--- src/rtl/core/dirty_rect_tracker_assert.svh ---
// assertion macros for the dirty rectangle tracker
`ifndef DIRTY_RECT_TRACKER_ASSERT_SVH
`define DIRTY_RECT_TRACKER_ASSERT_SVH

// same-cycle implication
`define DRT_ASSERT_IMPL(label, clk, rst_n, ante, cons, msg) \
	label: assert property (@(posedge clk) disable iff (!rst_n) (ante) |-> (cons)) \
		else $error(msg);

// next-cycle implication
`define DRT_ASSERT_NEXT(label, clk, rst_n, ante, cons, msg) \
	label: assert property (@(posedge clk) disable iff (!rst_n) (ante) |=> (cons)) \
		else $error(msg);

`endif

--- src/rtl/core/drt_pkg.sv ---
// types, codes and constants shared by the dirty rectangle tracker
package drt_pkg;

	localparam int MAX_RECTS_DEF  = 16;
	localparam int COORD_BITS_DEF = 12;
	localparam int IN_START_W     = 12;
	localparam int IN_END_W       = 13;
	localparam int OUT_W          = 13;
	localparam int TOTAL_W        = 5;

	typedef enum logic [2:0] {
		REQ_MARK   = 3'd0,
		REQ_CURSOR = 3'd1,
		REQ_SCROLL = 3'd2,
		REQ_REPORT = 3'd3,
		REQ_CLEAR  = 3'd4
	} req_t;

	typedef enum logic [2:0] {
		ST_IDLE,
		ST_UPD_A,
		ST_CMP_B,
		ST_UPD_B,
		ST_REPORT
	} state_t;

	typedef struct packed {
		logic [2:0]            req_type;
		logic [IN_START_W-1:0] first_row;
		logic [IN_END_W-1:0]   end_row;
		logic [IN_START_W-1:0] first_col;
		logic [IN_END_W-1:0]   end_col;
		logic [IN_START_W-1:0] old_row;
		logic [IN_START_W-1:0] old_col;
		logic                  visible;
	} in_item_t;

	typedef struct packed {
		logic [OUT_W-1:0]   out_start_row;
		logic [OUT_W-1:0]   out_end_row;
		logic [OUT_W-1:0]   out_start_col;
		logic [OUT_W-1:0]   out_end_col;
		logic [OUT_W-1:0]   span_start;
		logic [OUT_W-1:0]   span_end;
		logic [TOTAL_W-1:0] rect_total;
		logic               overflowed;
		logic               history_dirty;
		logic               cursor_changed;
		logic               cursor_shown;
		logic               last;
	} out_item_t;

	typedef struct packed {
		logic load;
		logic upd;
		logic cmp_b;
		logic emit;
	} cmd_t;

	typedef struct packed {
		logic is_cursor;
		logic rpt_last;
	} sts_t;

endpackage

--- src/rtl/core/drt_ctrl.sv ---
// request sequencer of the dirty rectangle tracker
module drt_ctrl import drt_pkg::*; (
	input  logic       clk,
	input  logic       arst_n,
	input  logic       start,
	input  logic [2:0] req_type,
	input  sts_t       sts,
	output cmd_t       cmd,
	output logic       busy
);

	state_t state_q;
	state_t state_d;

	always_ff @(posedge clk or negedge arst_n) begin
		if (!arst_n) begin
			state_q <= ST_IDLE;
		end else begin
			state_q <= state_d;
		end
	end

	always_comb begin
		state_d = state_q;
		unique case (state_q)
			ST_IDLE: begin
				if (start) begin
					unique case (req_type) inside
						REQ_MARK, REQ_CURSOR: state_d = ST_UPD_A;
						REQ_REPORT:           state_d = ST_REPORT;
						default:              state_d = ST_IDLE;
					endcase
				end
			end
			ST_UPD_A:  state_d = sts.is_cursor ? ST_CMP_B : ST_IDLE;
			ST_CMP_B:  state_d = ST_UPD_B;
			ST_UPD_B:  state_d = ST_IDLE;
			ST_REPORT: state_d = sts.rpt_last ? ST_IDLE : ST_REPORT;
			default:   state_d = ST_IDLE;
		endcase
	end

	always_comb begin
		cmd       = '0;
		busy      = (state_q != ST_IDLE);
		cmd.load  = (state_q == ST_IDLE) && start;
		cmd.upd   = (state_q == ST_UPD_A) || (state_q == ST_UPD_B);
		cmd.cmp_b = (state_q == ST_CMP_B);
		cmd.emit  = (state_q == ST_REPORT);
	end

endmodule

--- src/rtl/core/drt_datapath.sv ---
// rectangle table, summary flags and result register of the dirty rectangle tracker
module drt_datapath import drt_pkg::*; #(
	parameter int MAX_RECTS  = MAX_RECTS_DEF,
	parameter int COORD_BITS = COORD_BITS_DEF
) (
	input  logic      clk,
	input  logic      arst_n,
	input  cmd_t      cmd,
	input  in_item_t  item,
	output sts_t      sts,
	output out_item_t rsp,
	output logic      rsp_stb
);

	localparam int EW  = COORD_BITS + 1;
	localparam int IW  = (MAX_RECTS > 1) ? $clog2(MAX_RECTS) : 1;
	localparam int CNW = $clog2(MAX_RECTS + 1);
	localparam logic [EW-1:0]  SMASK = {1'b0, {COORD_BITS{1'b1}}};
	localparam logic [EW-1:0]  ONE   = EW'(1);
	localparam logic [CNW-1:0] FULL  = CNW'(MAX_RECTS);

	logic [EW-1:0] r0_q [MAX_RECTS];
	logic [EW-1:0] r1_q [MAX_RECTS];
	logic [EW-1:0] c0_q [MAX_RECTS];
	logic [EW-1:0] c1_q [MAX_RECTS];

	logic [CNW-1:0]       count_q;
	logic                 ovf_q;
	logic                 span_v_q;
	logic [EW-1:0]        span_lo_q;
	logic [EW-1:0]        span_hi_q;
	logic                 hist_q;
	logic                 curs_q;
	logic                 vis_q;
	logic [2:0]           type_q;
	logic [EW-1:0]        nrow_q;
	logic [EW-1:0]        ncol_q;
	logic [EW-1:0]        box_r0_q;
	logic [EW-1:0]        box_r1_q;
	logic [EW-1:0]        box_c0_q;
	logic [EW-1:0]        box_c1_q;
	logic                 box_ok_q;
	logic [MAX_RECTS-1:0] hit_q;
	logic [IW-1:0]        idx_q;
	out_item_t            rsp_q;
	logic                 rsp_stb_q;

	logic [EW-1:0]        in_sr, in_er, in_sc, in_ec, in_or, in_oc;
	logic [EW-1:0]        cand_r0, cand_r1, cand_c0, cand_c1;
	logic                 cand_rows;
	logic                 grow;
	logic [MAX_RECTS-1:0] hit_d;
	logic [IW-1:0]        sel;
	logic                 any_hit;
	logic [EW-1:0]        wr_r0, wr_r1, wr_c0, wr_c1;
	logic [IW-1:0]        wr_idx;
	logic                 wr_en;
	logic                 full;
	logic                 rpt_last;
	out_item_t            rsp_d;

	assign in_sr = EW'(item.first_row) & SMASK;
	assign in_sc = EW'(item.first_col) & SMASK;
	assign in_or = EW'(item.old_row) & SMASK;
	assign in_oc = EW'(item.old_col) & SMASK;
	assign in_er = EW'(item.end_row);
	assign in_ec = EW'(item.end_col);

	// box to compare: request box or old cursor cell at load, new cursor cell later
	always_comb begin
		if (cmd.load && (item.req_type == REQ_CURSOR)) begin
			cand_r0 = in_or;
			cand_r1 = in_or + ONE;
			cand_c0 = in_oc;
			cand_c1 = in_oc + ONE;
		end else if (cmd.load) begin
			cand_r0 = in_sr;
			cand_r1 = in_er;
			cand_c0 = in_sc;
			cand_c1 = in_ec;
		end else begin
			cand_r0 = nrow_q;
			cand_r1 = nrow_q + ONE;
			cand_c0 = ncol_q;
			cand_c1 = ncol_q + ONE;
		end
	end

	assign cand_rows = cand_r1 > cand_r0;
	assign grow = cand_rows && (cmd.cmp_b || (cmd.load &&
		((item.req_type == REQ_MARK) || (item.req_type == REQ_CURSOR))));

	always_comb begin
		for (int i = 0; i < MAX_RECTS; i++) begin
			hit_d[i] = (CNW'(i) < count_q)
				&& !((r1_q[i] < cand_r0) || (cand_r1 < r0_q[i]))
				&& !((c1_q[i] < cand_c0) || (cand_c1 < c0_q[i]));
		end
	end

	// first matching entry
	always_comb begin
		sel = '0;
		for (int i = MAX_RECTS - 1; i >= 0; i--) begin
			if (hit_q[i]) begin
				sel = IW'(i);
			end
		end
	end

	assign any_hit = |hit_q;
	assign full    = (count_q == FULL);

	always_comb begin
		if (any_hit) begin
			wr_idx = sel;
			wr_r0  = (box_r0_q < r0_q[sel]) ? box_r0_q : r0_q[sel];
			wr_r1  = (box_r1_q > r1_q[sel]) ? box_r1_q : r1_q[sel];
			wr_c0  = (box_c0_q < c0_q[sel]) ? box_c0_q : c0_q[sel];
			wr_c1  = (box_c1_q > c1_q[sel]) ? box_c1_q : c1_q[sel];
		end else begin
			wr_idx = count_q[IW-1:0];
			wr_r0  = box_r0_q;
			wr_r1  = box_r1_q;
			wr_c0  = box_c0_q;
			wr_c1  = box_c1_q;
		end
	end

	assign wr_en = cmd.upd && box_ok_q && (any_hit || !full);

	always_ff @(posedge clk) begin
		if (wr_en) begin
			r0_q[wr_idx] <= wr_r0;
			r1_q[wr_idx] <= wr_r1;
			c0_q[wr_idx] <= wr_c0;
			c1_q[wr_idx] <= wr_c1;
		end
		if (cmd.load || cmd.cmp_b) begin
			box_r0_q <= cand_r0;
			box_r1_q <= cand_r1;
			box_c0_q <= cand_c0;
			box_c1_q <= cand_c1;
			box_ok_q <= cand_rows && (cand_c1 > cand_c0);
			hit_q    <= hit_d;
		end
		if (cmd.load) begin
			type_q <= item.req_type;
			nrow_q <= in_sr;
			ncol_q <= in_sc;
		end
		rsp_q <= rsp_d;
	end

	always_ff @(posedge clk or negedge arst_n) begin
		if (!arst_n) begin
			count_q   <= '0;
			ovf_q     <= 1'b0;
			span_v_q  <= 1'b0;
			span_lo_q <= '0;
			span_hi_q <= '0;
			hist_q    <= 1'b0;
			curs_q    <= 1'b0;
			vis_q     <= 1'b1;
			idx_q     <= '0;
			rsp_stb_q <= 1'b0;
		end else begin
			rsp_stb_q <= cmd.emit;
			if (grow) begin
				span_v_q <= 1'b1;
				if (!span_v_q || (cand_r0 < span_lo_q)) begin
					span_lo_q <= cand_r0;
				end
				if (!span_v_q || (cand_r1 > span_hi_q)) begin
					span_hi_q <= cand_r1;
				end
			end
			if (cmd.upd && box_ok_q && !any_hit) begin
				if (full) begin
					ovf_q <= 1'b1;
				end else begin
					count_q <= count_q + CNW'(1);
				end
			end
			if (cmd.load) begin
				case (item.req_type)
					REQ_CURSOR: begin
						curs_q <= 1'b1;
						vis_q  <= item.visible;
					end
					REQ_SCROLL: hist_q <= 1'b1;
					REQ_REPORT: idx_q <= '0;
					REQ_CLEAR: begin
						count_q   <= '0;
						ovf_q     <= 1'b0;
						span_v_q  <= 1'b0;
						span_lo_q <= '0;
						span_hi_q <= '0;
						hist_q    <= 1'b0;
						curs_q    <= 1'b0;
					end
					default: ;
				endcase
			end
			if (cmd.emit && !rpt_last) begin
				idx_q <= idx_q + IW'(1);
			end
		end
	end

	assign rpt_last = (count_q == '0) || ((CNW'(idx_q) + CNW'(1)) == count_q);

	always_comb begin
		rsp_d                = '0;
		rsp_d.span_start     = span_v_q ? OUT_W'(span_lo_q) : '0;
		rsp_d.span_end       = span_v_q ? OUT_W'(span_hi_q) : '0;
		rsp_d.overflowed     = ovf_q;
		rsp_d.history_dirty  = hist_q;
		rsp_d.cursor_changed = curs_q;
		rsp_d.cursor_shown   = vis_q;
		rsp_d.last           = rpt_last;
		if (count_q != '0) begin
			rsp_d.out_start_row = OUT_W'(r0_q[idx_q]);
			rsp_d.out_end_row   = OUT_W'(r1_q[idx_q]);
			rsp_d.out_start_col = OUT_W'(c0_q[idx_q]);
			rsp_d.out_end_col   = OUT_W'(c1_q[idx_q]);
			rsp_d.rect_total    = TOTAL_W'(count_q);
		end else if (span_v_q && (span_hi_q > span_lo_q) && !ovf_q) begin
			// whole dirty rows stand in for the empty table
			rsp_d.out_start_row = OUT_W'(span_lo_q);
			rsp_d.out_end_row   = OUT_W'(span_hi_q);
			rsp_d.rect_total    = TOTAL_W'(1);
		end
	end

	assign sts.is_cursor = (type_q == REQ_CURSOR);
	assign sts.rpt_last  = rpt_last;
	assign rsp           = rsp_q;
	assign rsp_stb       = rsp_stb_q;

endmodule

--- src/rtl/core/dirty_rect_tracker.sv ---
// top level of the dirty rectangle tracker
//
// A request item is taken at a rising edge with start high and busy low.
// Request kinds: mark rectangle, cursor move, scrollback pushed, report, clear.
// After the accepting edge busy stays high while a mark updates, a cursor
// move updates, compares and updates again, or a report emits its results;
// scrollback, clear and unknown codes leave busy low. Each mark or cell
// is compared against the whole table and at most one entry is updated in
// the next cycle; a cursor move does this for the old cell and then the new.
// A report gives N results (N stored rectangles, or 1 when the table is
// empty) on rsp with rsp_stb high for one cycle each, in consecutive cycles,
// the first one strobed after the sequencer enters its report state and
// the strobe register follows; the final one has rsp.last set. Results are
// not held: the receiver takes each one in its strobe cycle.
// Reset empties the table, clears span and flags and shows the cursor; the
// table itself is not swept, entries past the count are never read.
`include "dirty_rect_tracker_assert.svh"

module dirty_rect_tracker import drt_pkg::*; #(
	parameter int MAX_RECTS  = MAX_RECTS_DEF,
	parameter int COORD_BITS = COORD_BITS_DEF
) (
	input  logic      clk,
	input  logic      arst_n,
	input  logic      start,
	input  in_item_t  req,
	output logic      busy,
	output out_item_t rsp,
	output logic      rsp_stb
);

	cmd_t cmd;
	sts_t sts;

	drt_ctrl u_ctrl (
		.clk      (clk),
		.arst_n   (arst_n),
		.start    (start),
		.req_type (req.req_type),
		.sts      (sts),
		.cmd      (cmd),
		.busy     (busy)
	);

	drt_datapath #(
		.MAX_RECTS  (MAX_RECTS),
		.COORD_BITS (COORD_BITS)
	) u_datapath (
		.clk     (clk),
		.arst_n  (arst_n),
		.cmd     (cmd),
		.item    (req),
		.sts     (sts),
		.rsp     (rsp),
		.rsp_stb (rsp_stb)
	);

	`DRT_ASSERT_NEXT(a_gap_after_last, clk, arst_n, rsp_stb && rsp.last, !rsp_stb, "item after last")
	`DRT_ASSERT_NEXT(a_report_burst, clk, arst_n, rsp_stb && !rsp.last, rsp_stb, "report gap")
	`DRT_ASSERT_NEXT(a_report_busy, clk, arst_n, start && !busy && req.req_type == REQ_REPORT, busy, "report not busy")

endmodule

--- config.mk ---
export PLATFORM = sky130hd
export DESIGN_NAME = dirty_rect_tracker
export DESIGN_NICKNAME = d
export VERILOG_FILES = /design/src/rtl/core/drt_pkg.sv /design/src/rtl/core/drt_ctrl.sv /design/src/rtl/core/drt_datapath.sv /design/src/rtl/core/dirty_rect_tracker.sv
export VERILOG_INCLUDE_DIRS = /design/src /design/src/rtl/core
export SDC_FILE = /design/constraint.sdc
export NUM_CORES = 2
export LEC_CHECK = 0
export BUFFER_PORTS_ARGS = -buffer_cell sky130_fd_sc_hd__buf_2
export CELL_PAD_IN_SITES_DETAIL_PLACEMENT = 0
export CELL_PAD_IN_SITES_GLOBAL_PLACEMENT = 1
export CORE_MARGIN = 2
export CORE_UTILIZATION = 40
export CTS_CLUSTER_SIZE = 14
export DETAILED_ROUTE_END_ITERATION = 16
export GPL_TIMING_DRIVEN = 0
export PLACE_DENSITY = 0.73
export SETUP_SLACK_MARGIN = 0.4
export SKIP_CTS_REPAIR_TIMING = 1
export SLEW_MARGIN = 20
export SYNTH_ARGS = -nofsm -noshare
export SYNTH_HDL_FRONTEND = slang
export SYNTH_SLANG_ARGS = --single-unit
export TNS_END_PERCENT = 1
--- constraint.sdc ---
create_clock -name clk -period 7.2 [get_ports clk]
set_input_delay 2.16 -clock clk [delete_from_list [all_inputs] [get_ports clk]]
set_output_delay 2.16 -clock clk [all_outputs]
set_load 0.02 [all_outputs]
* Word-level counts from Yosys, hierarchy flattened *
Memory sizes are Yosys's and may differ from the RTL's. A register that Yosys moved wholly into a read port is not among the register bits.
Cells that the tools add are included.

storage, ports and cells
  bits in registers = 204
  bits in writable memories = 832
  word-level logic and storage cells = 347
  memories = 4
  output and inout port bits = 90
  bits of input ports = 81

operators by class
  multiplexer cells = 68
  $add $sub $neg = 7
  equality and inequality tests = 12
  reductions and logical operators = 137
  $lt $le $gt $ge = 89

memory list
  name             depth  width  rd ports  clocked after memory_dff  write ports  line                text
  u_datapath.c0_q  16     13     18        1                         1            drt_datapath.sv:24  logic [EW-1:0] c0_q [MAX_RECTS];
  u_datapath.c1_q  16     13     18        1                         1            drt_datapath.sv:25  logic [EW-1:0] c1_q [MAX_RECTS];
  u_datapath.r0_q  16     13     18        0                         1            drt_datapath.sv:22  logic [EW-1:0] r0_q [MAX_RECTS];
  u_datapath.r1_q  16     13     18        0                         1            drt_datapath.sv:23  logic [EW-1:0] r1_q [MAX_RECTS];

operators by type and width
  kind                   number
  $lt 13x13->1           67
  $mux 13                24
  $mux 4                 20
  $gt 13x13->1           6
  $mux 26                2
  $logic_and 1x1->1      43
  $logic_or 1x1->1       40
  $lt 4x5->1 const A     8
  $logic_not 1->1        39
  $add 12x1->13 const B  2
  $add 13x1->13 const B  2
  $mux 5                 5
  $lt 3x5->1 const A     4
  $reduce_or 16->1       1
  $eq 3x2->1 const B     4
  $pmux 3 s4             1
  $lt 1x5->1 const A     2
  $lt 2x5->1 const A     2
  $mux 1                 10
  $eq 3x1->1 const B     3
  $reduce_and 2->1       4
  $reduce_bool 2->1      4
  $eq 3x3->1 const B     2
  $logic_not 3->1        2
  14 further kinds       16

* Longest topological paths before layout *
An unclocked memory read counts as a cell.

  depth after elaboration = 20
  depth in mapped cells = 23
  depth with buffers taken out = 18

* By module *
A second synthesis with hierarchy kept.

unflattened totals
  cell total of the unflattened synthesis = 5,659
  area total of the unflattened synthesis = 68,470.7 um^2

modules (own cells, without submodules)
  module        cells an instance  times used  area each (um^2)  seq. area each (um^2)
  drt_datapath  5,641              1           68,291.7          30,455.5
  drt_ctrl      18                 1           178.9             75.1

* Worst setup path before layout *
No wires, ideal clock.

  kind = input to register
  start = input port start
  end = register u_datapath.box_c0_q[0], enable pin
  path buffers = 0
  library setup time = 0.581 ns
  setup slack = -0.254 ns
  cell stages on the path = 2
  arrival = 6.873 ns
  data required time = 6.619 ns
  path through = nor2_1 > nor3_1

between the ends
  cells in the longest elaborated chain, start to end = 2

RTL lines
  element               line                      text
  start, declared       dirty_rect_tracker.sv:25  input logic start,
  $logic_and 1x1->1     drt_ctrl.sv:46            cmd.load = (state_q == ST_IDLE) && start;
  $logic_or 1x1->1      drt_datapath.sv:139       if (cmd.load || cmd.cmp_b) begin
  end signal, assigned  drt_datapath.sv:142       box_c0_q <= cand_c0;
  end, declared         drt_datapath.sv:40        logic [EW-1:0] box_c0_q;

No other way between the ends.
A chain may end at the register's enable or synchronous reset.

* Worst setup path after layout *
  start = input port start
  end = register u_datapath.hit_q[1], data pin

between the ends
  cells in the longest elaborated chain, start to end = 8
  elaborated cells on any way between the ends = 20
  those cells by class = order compare: 4; mux: 8; reduce/logical: 8

RTL lines
  element                          line                 text
  $logic_and 1x1->1 *              drt_ctrl.sv:46
  $mux 13 (tied with other cells)  n/a
  $mux 13                          drt_datapath.sv:71   if (cmd.load && (item.req_type == REQ_CURSOR)) begin
  $lt 13x13->1                     drt_datapath.sv:96   && !((r1_q[i] < cand_r0) || (cand_r1 < r0_q[i]))
  $logic_or 1x1->1                 drt_datapath.sv:96
  $logic_not 1->1                  drt_datapath.sv:96
  $logic_and 1x1->1                drt_datapath.sv:96
  $logic_and 1x1->1 *              drt_datapath.sv:97   && !((c1_q[i] < cand_c0) || (cand_c1 < c0_q[i]));
  named net u_datapath.hit_d[1]    drt_datapath.sv:52   logic [MAX_RECTS-1:0] hit_d;
  end signal, assigned             drt_datapath.sv:145  hit_q <= hit_d;
  end, declared                    drt_datapath.sv:43   logic [MAX_RECTS-1:0] hit_q;

Mark *: on every way through the listed nets, which the timed path passes. The rest lies on a longest branch.

==> run metrics <==
area delta synth->final 18.5%; root buf cell clkbuf_16; CP startpoint kind input port; CTS Buf Count about 130; Tmin final roughly 7.2 ns; via count about 56000; final period utilization around 100%; CTS sink cnt ~1100; GRT overflow 0; Syn Nets ~6800; Worst slew margin ~14%; ANT nets after route 0; Die H roughly 420 um; antenna violations before repair 23; FP Rows 152; area of the multi-input gates 37100 um2; top_reg_cell synth edfxtp_1; Die X 421 um; FF-to-FF setup slack ~0.24 ns; routed vias/inst between 6 and 7; Hold Fails Final Rpt 0; outcome completed; Routability Congestion about 1.0; fillers between 15000 and 20000; CP endpoint kind register; final net count 7264; vias in the first global route about 53000; final hold slack 0.390 ns; clock latency on the worst-skew pair approximately 0.8 ns; min-delay worst type register to register; GRT Util Overall between 30% and 40%; synth unique cells between 70 and 80; Data arrival, critical path 7.68 ns; Worst Path Required 7.69 ns; most frequent cells in the layout edfxtp_1, ha_1, inv_1; H-tree Lvls 4; class of the most critical setup path input port to register; flops & latches, synth 1062; Core Box Area around 170000 um2; DR pass1 iterations 8; port bufs 170; first-pass GRT wire length between 400000 and 500000 um; I/O pins 171; endpoints failing setup 0; post-synthesis area per instance approximately 12 um2; CP max FO 18; Cells after Synth 5841; Core Util, Final 47.8%; layout cells sized above 1 approximately 18%; Detail Placement HPWL around 230000 um; Clk pin slew, worst setup/hold paths ~0.06 ns; Netlist Area Pre-Place 69500 um2; fin. max-slew vios 0; Initial Util approximately two fifths; routed len/inst about 34 um; DIE AREA about 180000 um2; Worst Skew roughly 0.04 ns; Routed WL slightly below 300000 um; EDFF count, synth ~900; FF+latch area ~30000 um2; drc violations 0; Bufs on Longest Clock Path 3; Ys Warns 0; RSZ-0062 raised after global routing true; leading cell type in the layout, fill and taps excluded edfxtp_1; Async S/R FF share, synth 4.14%; max cap viols 0; measured slew at the worst slew-check pin between 1 and 1.5 ns; DR iter-0 viols ~8100; fmax 0.139 GHz; sequential fraction of the synthesis area a little over two fifths; CTS tree yes; largest net degree at the start of global routing 45
## area by class of cell
class	count	share of cell area (%)
plain buffers	239	1.49
flip-flops and latches	1062	37.1
clock inverters	69	0.894
clock buffers	174	4.56
inverters	533	2.43
multi-input cells	4007	45.1
diodes	10	0.0304
repair buffers	319	4.92
well taps	2310	3.51
## metrics by stage
stage           TNS, ns  cells  instance area (um2)  setup WS, ns
4_1_cts         -318.81   8691                81500        -0.950
3_3_place_gp   -2161.04   8321                73200         -4.76
6_report              0   8723                82300        0.0107
5_1_grt               0   8715                82300         0.122
2_1_floorplan         0   5841                69500         0.569
3_5_place_dp    -322.84   8448                77000         -1.30
## critical path, cell delays in order
cell             delay [ns]
buf_2                  0.12
or4b_1                 0.22
buf_2                  0.27
clkdlybuf4s15_1        0.83
clkbuf_2               0.61
nand2_1                0.72
ha_1                   0.57
o21a_1                 0.22
o22ai_1                0.20
a21oi_1                0.39
nand3_1                0.53
nor3_1                 0.81
## flip-flops by register name (all words and copies together) (netlist names), 3 cells and up
signal                count
u_datapath.rsp           88
u_datapath.box_r1_q      13
u_datapath.nrow_q        13
u_datapath.type_q         3
u_datapath.hit_q         16
u_datapath.r1_q         208
u_datapath.c0_q         208
u_datapath.count_q        5
u_datapath.span_lo_q     13
u_datapath.box_c1_q      13
u_datapath.r0_q         208
u_ctrl.state_q            3
u_datapath.ncol_q        13
u_datapath.idx_q          4
u_datapath.span_hi_q     13
u_datapath.box_r0_q      13
u_datapath.c1_q         208
u_datapath.box_c0_q      13
## worst paths after layout
path,start,endpoint,depth (start not counted)
worst max-delay path,start,u_datapath.hit_q[1],12
worst min-delay path,u_datapath.curs_q,u_datapath.rsp[2],0
worst max register to register,u_datapath.hit_q[11],u_datapath.r1_q[1][5],20
max in group asynchronous,arst_n,u_datapath.hist_q,1
worst min register to register,u_datapath.curs_q,u_datapath.rsp[2],0
min in group asynchronous,arst_n,u_datapath.span_hi_q[10],1
## cell usage after synthesis, types with 18 or more instances
| library cell | number | share of area, % |
|---|---|---|
| edfxtp_1 | 904 | 39 |
| ha_1 | 889 | 16 |
| inv_1 | 533 | 2.9 |
| mux2i_1 | 485 | 7.0 |
| nand2_1 | 346 | 1.9 |
| o21ai_0 | 279 | 2.0 |
| mux4_2 | 260 | 8.4 |
| a21oi_1 | 253 | 1.8 |
| nor2_1 | 234 | 1.3 |
| a21o_1 | 162 | 1.8 |
| clkbuf_1 | 122 | 0.66 |
| nand4_1 | 117 | 1.1 |
| dfxtp_1 | 114 | 3.3 |
| a211oi_1 | 108 | 1.2 |
| nor3_1 | 81 | 0.58 |
| a31oi_1 | 76 | 0.68 |
| buf_2 | 68 | 0.49 |
| nor2b_1 | 68 | 0.61 |
| nand3_1 | 60 | 0.43 |
| and2_1 | 58 | 0.52 |
| o211ai_1 | 56 | 0.61 |
| dfrtp_1 | 43 | 1.5 |
| o21a_1 | 41 | 0.44 |
| nand2b_1 | 40 | 0.36 |
| and3_1 | 38 | 0.34 |
| buf_1 | 33 | 0.18 |
| mux2_2 | 28 | 0.45 |
| o32ai_1 | 28 | 0.35 |
| a22o_1 | 27 | 0.34 |
| xor2_1 | 27 | 0.34 |
| a221oi_1 | 26 | 0.33 |
| a221oi_2 | 22 | 0.48 |
| nor4_1 | 21 | 0.19 |
| a2111oi_0 | 18 | 0.23 |
| xnor2_1 | 18 | 0.23 |
## routing by layer
| metal | GRT usage (%) | part of all wire, % | vias to the layer above |
|---|---|---|---|
| li1 | - | - | 23400 |
| met1 | 44.1 | 39 | 27700 |
| met2 | 48.1 | 42 | 3760 |
| met3 | 8.71 | 12 | 753 |
| met4 | 19.6 | 6.9 | 14 |
| met5 | 0 | 0.045 | - |
## cell families after synthesis
group	share of synthesized area, %
flops	44.0
compound gates	11.4
fa+ha+maj	16.0
mux	15.9
buf+inv	4.43
simple gates	7.76
xor+xnor	0.567
Power is left out: the tool's default activity adds up to more than one toggle a clock period on the data nets, which glitch-free logic cannot reach.
